[src/sv/mtfc_pkg.sv]
// Package for the move-to-front handle cache.
// Field widths, entry and request types shared by the interfaces, cell and top level.
// No dependencies.
`default_nettype none

package mtfc_pkg;

  localparam int DEPTH_DEFAULT = 32;
  localparam int KEY_W         = 64;
  localparam int ANGLE_W       = 13;
  localparam int HANDLE_W      = 32;

  typedef struct packed {
    logic [KEY_W-1:0]          key;
    logic signed [ANGLE_W-1:0] angle;
  } lookup_t;

  typedef struct packed {
    logic                      valid;
    logic [KEY_W-1:0]          key;
    logic signed [ANGLE_W-1:0] angle;
    logic [HANDLE_W-1:0]       handle;
  } entry_t;

endpackage

`default_nettype wire

[src/sv/mtfc_if.sv]
// Request and result channel interfaces for the move-to-front handle cache.
// Depends on mtfc_pkg.
`default_nettype none

interface mtfc_req_if
  import mtfc_pkg::*;
();
  logic                      valid;
  logic                      ready;
  logic [KEY_W-1:0]          font_key;
  logic signed [ANGLE_W-1:0] angle;
  logic [HANDLE_W-1:0]       new_handle;

  modport source (output valid, font_key, angle, new_handle, input ready);
  modport sink   (input valid, font_key, angle, new_handle, output ready);
endinterface

interface mtfc_rsp_if
  import mtfc_pkg::*;
();
  logic                valid;
  logic                ready;
  logic                hit;
  logic [HANDLE_W-1:0] handle;
  logic                evict_valid;
  logic [HANDLE_W-1:0] evicted_handle;

  modport source (output valid, hit, handle, evict_valid, evicted_handle, input ready);
  modport sink   (input valid, hit, handle, evict_valid, evicted_handle, output ready);
endinterface

`default_nettype wire

[src/sv/mtfc_cell.sv]
// One list position of the move-to-front handle cache.
// Holds an entry, registers its match against a request, and loads from its front neighbor.
// Depends on mtfc_pkg.
`default_nettype none

module mtfc_cell
  import mtfc_pkg::*;
(
  input  wire logic    clk,
  input  wire logic    rst_n,
  input  wire logic    cmp_en,
  input  wire lookup_t cmp,
  input  wire logic    upd_en,
  input  wire logic    found_in,
  input  wire entry_t  prev,
  output logic         found_out,
  output logic         first,
  output entry_t       entry
);

  logic   valid_r, valid_nxt;
  entry_t data_r;
  logic   match_r, match_nxt;
  logic   load;

  assign load      = upd_en & ~found_in;
  assign valid_nxt = load ? prev.valid : valid_r;
  assign match_nxt = valid_r & (data_r.key == cmp.key) & (data_r.angle == cmp.angle);

  always_ff @(posedge clk) begin
    if (!rst_n) begin
      valid_r <= 1'b0;
    end else begin
      valid_r <= valid_nxt;
    end
  end

  always_ff @(posedge clk) begin
    if (load) begin
      data_r <= prev;
    end
    if (cmp_en) begin
      match_r <= match_nxt;
    end
  end

  assign first     = match_r & ~found_in;
  assign found_out = found_in | match_r;

  always_comb begin
    entry       = data_r;
    entry.valid = valid_r;
  end

endmodule

`default_nettype wire

[src/sv/move_to_front_handle_cache.sv]
// Move-to-front handle cache: a row of DEPTH cells, position 0 at the front.
// On acceptance, every cell registers its key compare; in the update state that follows,
// the first match is resolved down the cell row, the row shifts and the result register
// loads. No new request is taken in the update state or while a result waits untaken.
// Reset (synchronous, rst_n low) marks all entries invalid and empties the result register.
// Depends on mtfc_pkg, mtfc_if and mtfc_cell.
`default_nettype none

module move_to_front_handle_cache
  import mtfc_pkg::*;
#(
  parameter int DEPTH = DEPTH_DEFAULT
) (
  input  wire logic   clk,
  input  wire logic   rst_n,
  mtfc_req_if.sink    in_req,
  mtfc_rsp_if.source  out_rsp
);

  localparam logic ST_IDLE = 1'b0;
  localparam logic ST_UPD  = 1'b1;

  logic state_r, state_nxt;
  logic accept;

  lookup_t             req_r;
  logic [HANDLE_W-1:0] new_handle_r;
  lookup_t             cmp;

  entry_t            cells   [DEPTH];
  entry_t            prev    [DEPTH];
  logic [DEPTH:0]    found;
  logic [DEPTH-1:0]  first;
  logic              upd_en;

  logic                hit;
  logic [HANDLE_W-1:0] hit_handle;
  entry_t              front;

  logic                out_valid_r, out_valid_nxt;
  logic                out_hit_r;
  logic [HANDLE_W-1:0] out_handle_r;
  logic                out_evict_r;
  logic [HANDLE_W-1:0] out_evicted_r;

  assign in_req.ready = (state_r == ST_IDLE) & (~out_valid_r | out_rsp.ready);
  assign accept       = in_req.valid & in_req.ready;
  assign upd_en       = (state_r == ST_UPD);

  assign cmp.key   = in_req.font_key;
  assign cmp.angle = in_req.angle;

  always_comb begin
    state_nxt = state_r;
    unique case (state_r)
      ST_IDLE: if (accept) state_nxt = ST_UPD;
      ST_UPD:  state_nxt = ST_IDLE;
      default: state_nxt = ST_IDLE;
    endcase
  end

  always_ff @(posedge clk) begin
    if (accept) begin
      req_r        <= cmp;
      new_handle_r <= in_req.new_handle;
    end
  end

  assign found[0] = 1'b0;

  for (genvar i = 0; i < DEPTH; i++) begin : g_cell
    if (i == 0) begin : g_front
      assign prev[i] = front;
    end else begin : g_rest
      assign prev[i] = cells[i-1];
    end

    mtfc_cell u_cell (
      .clk       (clk),
      .rst_n     (rst_n),
      .cmp_en    (accept),
      .cmp       (cmp),
      .upd_en    (upd_en),
      .found_in  (found[i]),
      .prev      (prev[i]),
      .found_out (found[i+1]),
      .first     (first[i]),
      .entry     (cells[i])
    );
  end

  assign hit = found[DEPTH];

  always_comb begin
    hit_handle = '0;
    for (int i = 0; i < DEPTH; i++) begin
      hit_handle = hit_handle | ({HANDLE_W{first[i]}} & cells[i].handle);
    end
  end

  always_comb begin
    front.valid  = 1'b1;
    front.key    = req_r.key;
    front.angle  = req_r.angle;
    front.handle = hit ? hit_handle : new_handle_r;
  end

  always_comb begin
    out_valid_nxt = out_valid_r;
    if (out_rsp.ready) out_valid_nxt = 1'b0;
    if (upd_en) out_valid_nxt = 1'b1;
  end

  always_ff @(posedge clk) begin
    if (!rst_n) begin
      state_r     <= ST_IDLE;
      out_valid_r <= 1'b0;
    end else begin
      state_r     <= state_nxt;
      out_valid_r <= out_valid_nxt;
    end
  end

  always_ff @(posedge clk) begin
    if (upd_en) begin
      out_hit_r     <= hit;
      out_handle_r  <= front.handle;
      out_evict_r   <= ~hit & cells[DEPTH-1].valid;
      out_evicted_r <= (~hit & cells[DEPTH-1].valid) ? cells[DEPTH-1].handle : '0;
    end
  end

  assign out_rsp.valid          = out_valid_r;
  assign out_rsp.hit            = out_hit_r;
  assign out_rsp.handle         = out_handle_r;
  assign out_rsp.evict_valid    = out_evict_r;
  assign out_rsp.evicted_handle = out_evicted_r;

endmodule

`default_nettype wire

[src/flat_wrapper.sv]
// flat-port wrapper written by rule: the top's interface ports become plain ports
module move_to_front_handle_cache_flat import mtfc_pkg::*;
#(
  parameter int DEPTH = DEPTH_DEFAULT
)
  (clk, rst_n, in_req_valid, in_req_font_key, in_req_angle, in_req_new_handle, in_req_ready, out_rsp_valid, out_rsp_hit, out_rsp_handle, out_rsp_evict_valid, out_rsp_evicted_handle, out_rsp_ready);
  mtfc_req_if in_req_i ();
  mtfc_rsp_if out_rsp_i ();
  input  wire logic clk;
  input  wire logic rst_n;
  input wire logic [$bits(in_req_i.valid)-1:0] in_req_valid;
  input wire logic [$bits(in_req_i.font_key)-1:0] in_req_font_key;
  input wire logic [$bits(in_req_i.angle)-1:0] in_req_angle;
  input wire logic [$bits(in_req_i.new_handle)-1:0] in_req_new_handle;
  output wire logic [$bits(in_req_i.ready)-1:0] in_req_ready;
  output wire logic [$bits(out_rsp_i.valid)-1:0] out_rsp_valid;
  output wire logic [$bits(out_rsp_i.hit)-1:0] out_rsp_hit;
  output wire logic [$bits(out_rsp_i.handle)-1:0] out_rsp_handle;
  output wire logic [$bits(out_rsp_i.evict_valid)-1:0] out_rsp_evict_valid;
  output wire logic [$bits(out_rsp_i.evicted_handle)-1:0] out_rsp_evicted_handle;
  input wire logic [$bits(out_rsp_i.ready)-1:0] out_rsp_ready;
  assign in_req_i.valid = in_req_valid;
  assign in_req_i.font_key = in_req_font_key;
  assign in_req_i.angle = in_req_angle;
  assign in_req_i.new_handle = in_req_new_handle;
  assign in_req_ready = in_req_i.ready;
  assign out_rsp_valid = out_rsp_i.valid;
  assign out_rsp_hit = out_rsp_i.hit;
  assign out_rsp_handle = out_rsp_i.handle;
  assign out_rsp_evict_valid = out_rsp_i.evict_valid;
  assign out_rsp_evicted_handle = out_rsp_i.evicted_handle;
  assign out_rsp_i.ready = out_rsp_ready;
  move_to_front_handle_cache #(.DEPTH(DEPTH)) u_core (.clk(clk), .rst_n(rst_n), .in_req(in_req_i), .out_rsp(out_rsp_i));
endmodule
[config.mk]
export PLATFORM = sky130hd
export DESIGN_NAME = move_to_front_handle_cache_flat
export DESIGN_NICKNAME = d
export VERILOG_FILES = /design/src/sv/mtfc_pkg.sv /design/src/sv/mtfc_if.sv /design/src/sv/mtfc_cell.sv /design/src/sv/move_to_front_handle_cache.sv /design/src/flat_wrapper.sv
export SDC_FILE = /design/constraint.sdc
export NUM_CORES = 2
export LEC_CHECK = 0
export ABC_CLOCK_PERIOD_IN_PS = 22400
export BUFFER_PORTS_ARGS = -buffer_cell sky130_fd_sc_hd__buf_2
export CORE_MARGIN = 8
export CORE_UTILIZATION = 50
export CTS_BUF_LIST = sky130_fd_sc_hd__clkbuf_16
export CTS_CLUSTER_SIZE = 16
export DETAILED_ROUTE_END_ITERATION = 7
export GPL_TIMING_DRIVEN = 0
export PLACE_DENSITY = 0.64
export SLEW_MARGIN = 20
export SYNTH_ARGS = -nofsm -noshare
export SYNTH_HDL_FRONTEND = slang
export SYNTH_HIERARCHICAL = 1
export SYNTH_SLANG_ARGS = --single-unit
export TNS_END_PERCENT = 100
[constraint.sdc]
create_clock -name clk -period 22.4 [get_ports clk]
set_input_delay 6.72 -clock clk [delete_from_list [all_inputs] [get_ports clk]]
set_output_delay 6.72 -clock clk [all_outputs]
set_load 0.01 [all_outputs]
==> results.txt <==
The post-synthesis async set-or-reset flop share came out at 0. Among all stages on the critical path, the largest delay is contributed by sky130_fd_sc_hd__a21oi_1. The final number of max-transition violations was 0.

The critical path goes through buf_2, inv_1, a21oi_1, buf_2. After clock tree synthesis, the clock-pin slew on the worst setup and hold paths is ~0.060 ns. The detail-routed via count per cell is 5.95. In this run the power density over the cells is around 84 mW/mm^2. The core occupancy in the finished layout is 0.577. The total count of hold-check failures in the final report came to 0. The element type at the critical path start is an input pin. In the post-synthesis netlist, the biggest area contributors are sky130_fd_sc_hd__edfxtp_1 75%, sky130_fd_sc_hd__xor2_1 11%, sky130_fd_sc_hd__a22oi_1 2.3%. STA classifies the critical path endpoint as an output port. The hold-fix buffer count after cts is 0. The synthesized netlist cell count is between 8000 and 9000. The final worst-path cycle share came out at 0.624. Compared with the post-synthesis result, the final layout area differs by 15.0%. The worst slack on hold paths is approximately 0.41 ns.

The cell family contributing the most delay on the critical path is buffers and inverters. The tool flagged a number of max-cap violations equal to 0. Among all flip-flop cells after synthesis, the most frequent one is sky130_fd_sc_hd__edfxtp_1. The count of state elements after synthesis is 3729. The startpoint of the most critical register-to-register path is u_core/g_cell[0].u_cell/match_r. The portion of synthesized cell area occupied by the leading cell type came out at 0.754. The first TritonRoute pass finished after 8 iterations.

Setup repair after global routing left no endpoint under its margin. The count of buffers inserted at the top-level ports is 180. The classification of the worst setup path is in2out. The largest area contributor in the synthesized netlist is sky130_fd_sc_hd__edfxtp_1. The clock reaches the later pin of the worst-skew pair after about 0.95 ns. The sequential fraction of the synthesis area came out at 0.758. The setup total negative slack is 0 ns. The maximum frequency from static timing analysis is roughly 72 MHz.

Of the total synthesized cell area, the portion taken by XOR and XNOR cells is 0.114. The largest clock skew in the final design is 0.0766 ns. The post-synthesis share of cell area spent on full adders, half adders and majority gates is 0. In this run the worst path has a maximum fanout of 4. The top cell types in the final layout, fill and taps aside, are 3695 x sky130_fd_sc_hd__edfxtp_1, 1856 x sky130_fd_sc_hd__xor2_1, 689 x sky130_fd_sc_hd__inv_1, 504 x sky130_fd_sc_hd__nor4_1, 445 x sky130_fd_sc_hd__a22oi_1. From left edge to right edge, the die measures 559 microns. The worst path in the final design needs a cycle of 13.97 ns, including I/O delays and setup.

The die span in y is 559 microns. The number of top-level pins is 181. The total global routing overflow came out at 0. The final routed wire length divided by cell count is ~27 microns. The final worst slack is approximately 8.4 ns. Of the total synthesized cell area, the portion taken by AND, OR, NAND and NOR gates is 0.0496. The CTS H-tree depth came out at 5. For this configuration, the core starts out at a cell density of 0.502. The post-cts repair resize count came out at 0. The area of the multi-input gates is between 0.03 and 0.04 sq mm. Tracing the worst setup path back leads to its startpoint at out_rsp_ready.

The via count of the first global-routing pass is approximately 82000. The final weighted congestion of routability-driven global placement is 0.896. On the worst path, the slowest cell contributes a delay of 0.24 ns. Timing analysis after detailed placement gives a worst setup slack of around 8.4 ns.

After detailed routing, the number of remaining DRC violations is 2. The cell row count is 199. CTS placed an instance of sky130_fd_sc_hd__clkbuf_16 at the clock tree root. The critical path contains buffers and inverters numbering 3 combined.

Leaving out fill and tap cells, the most frequent cell in the layout is sky130_fd_sc_hd__edfxtp_1. The number of antenna violations at the first check in global routing is 28. For this run, the number of Yosys warnings is 6.

Synthesis instantiated 33 different standard cells from the library. At the worst endpoint, the arrival time is between 7 and 8 ns. The run finished, with violations left. The area occupied by registers is between 0.1 and 0.15 sq mm. The wire-length estimate of the detail-placed layout is approximately 260 mm.

After synthesis, the largest family of logic cells by area is XOR/XNOR gates. The number of enable flip-flop cells after synthesis came out at ~3700. The overall die area is 0.312 sq mm. The required time at the endpoint of the critical path came out at ~16 ns. For this design the static power due to leakage is approximately 57 nW.

The post-synthesis mux area share is 0.00218. The region available for standard cell placement spans slightly below 0.3 sq mm. The share of cells above drive strength 1 came out at 0.115. The worst max-slew margin expressed relative to the limit is 0.125.

The total number of clock tree sinks is 3729. The design draws 14.2 mW. At the pin with the least slew margin, the transition time is 1.31 ns. The count of nets left with antenna violations after detail routing is 0. The global-route usage over all layers came out at 0.230. The clock tree from TritonCTS is built. By instance count, the cell type seen most on the critical path is sky130_fd_sc_hd__buf_2. The final route contains around 80000 vias. The DRC violation total after the first TritonRoute iteration came out at between 8000 and 9000.

The setup violation total in the final timing report came out at 0. The peak supply drop came out at approximately 0.084 mV. The checks that failed: DRC.

The worst hold-check path type is reg2reg. The startpoint identified for the worst hold timing path is u_core/front[44]. Wires add up to about 370 mm. The post-CTS setup buffer count came out at 0. The post-synthesis instance area is approximately 0.15 sq mm. The mean instance size in the synthesized netlist is approximately 17 sq um. The count of nets after finishing came out at 9536. Entering global routing, the biggest net connects 66 pins. The complex-gate fraction of the synthesized area came out at 0.0545. The count of fill cells added during filler insertion came out at around 22000. The TritonCTS buffer count is approximately 380.

The first global-routing pass estimated approximately 530 mm of wire. The maximum buffer depth of the clock tree is 4.
==> logic make-up after synthesis <==
logic type      after synthesis
flops                      3729
xor+xnor                   1920
simple gates               1193
compound gates             1057
buf+inv                     747
mux                          32
other cells                   2
==> power breakdown <==
group | internal (mW) | switching [mW]
logic | 0.144 | 0.277
registers | 7.61 | 0.0247
clock network | 3.48 | 2.64
==> metal layers <==
layer,track usage,vias up,share of wire
met4,0.129,10,0.065
li1,-,35200,-
met5,0,-,0.00020
met1,0.265,40500,0.34
met3,0.0542,1240,0.097
met2,0.397,4417,0.50
==> per-stage QoR <==
step / cell area [sq um] / std cells
after CTS: 169000 / 13700
final: 169000 / 13700
after global placement: 153000 / 12800
after global routing: 169000 / 13700
after detailed placement: 157000 / 13000
after floorplan: 147000 / 8682
==> registers in the layout, indices dropped and copies added (netlist names), 32 cells and up <==
signal                         cells
u_core/out_rsp.evicted_handle     32
u_core/g_cell.u_cell/valid_r      32
u_core/new_handle_r               32
u_core/out_rsp.handle             32
u_core/g_cell.u_cell/match_r      32
u_core/front                      77
u_core/g_cell.u_cell/entry      3488
==> cell usage after synthesis, types with 21 or more instances <==
cell type                  number
sky130_fd_sc_hd__a31oi_1       29
sky130_fd_sc_hd__a221oi_1     224
sky130_fd_sc_hd__and2_1        33
sky130_fd_sc_hd__nand3_1       32
sky130_fd_sc_hd__inv_1        609
sky130_fd_sc_hd__or2_2         32
sky130_fd_sc_hd__a22o_1        32
sky130_fd_sc_hd__and4_1        21
sky130_fd_sc_hd__buf_4         33
sky130_fd_sc_hd__mux2i_1       32
sky130_fd_sc_hd__xor2_1      1856
sky130_fd_sc_hd__or4_1         32
sky130_fd_sc_hd__nor2b_1       98
sky130_fd_sc_hd__nor2_1        40
sky130_fd_sc_hd__a222oi_1      64
sky130_fd_sc_hd__o22ai_1      224
sky130_fd_sc_hd__xnor2_1       64
sky130_fd_sc_hd__a22oi_1      445
sky130_fd_sc_hd__nor4_1       504
sky130_fd_sc_hd__nand4_1      238
sky130_fd_sc_hd__edfxtp_1    3695
sky130_fd_sc_hd__dfxtp_1       34
sky130_fd_sc_hd__o21ai_0       32
sky130_fd_sc_hd__nand2_1      122
sky130_fd_sc_hd__nor4_2        32
sky130_fd_sc_hd__buf_2         75
==> worst paths after layout <==
kind / slack [ns] / depth (start not counted) / endpoint
min: 0.41 / 0 / u_core/g_cell[0].u_cell/entry[44]
max reg2reg: 8.46 / 37 / u_core/g_cell[0].u_cell/entry[3]
max: 8.43 / 4 / in_req_ready
min reg2reg: 0.41 / 0 / u_core/g_cell[0].u_cell/entry[44]
==> area by class of cell <==
| cell class | count | area share |
|---|---|---|
| diodes | 25 | 0.000369 |
| plain buffers | 138 | 0.00508 |
| clock buffers | 387 | 0.0572 |
| clock inverters | 309 | 0.0141 |
| inverters | 609 | 0.0135 |
| multi-input cells | 4206 | 0.193 |
| flip-flops and latches | 3729 | 0.659 |
| well taps | 3919 | 0.0290 |
| repair buffers | 357 | 0.0283 |
Note: power is estimated with default switching activity, not from simulation.
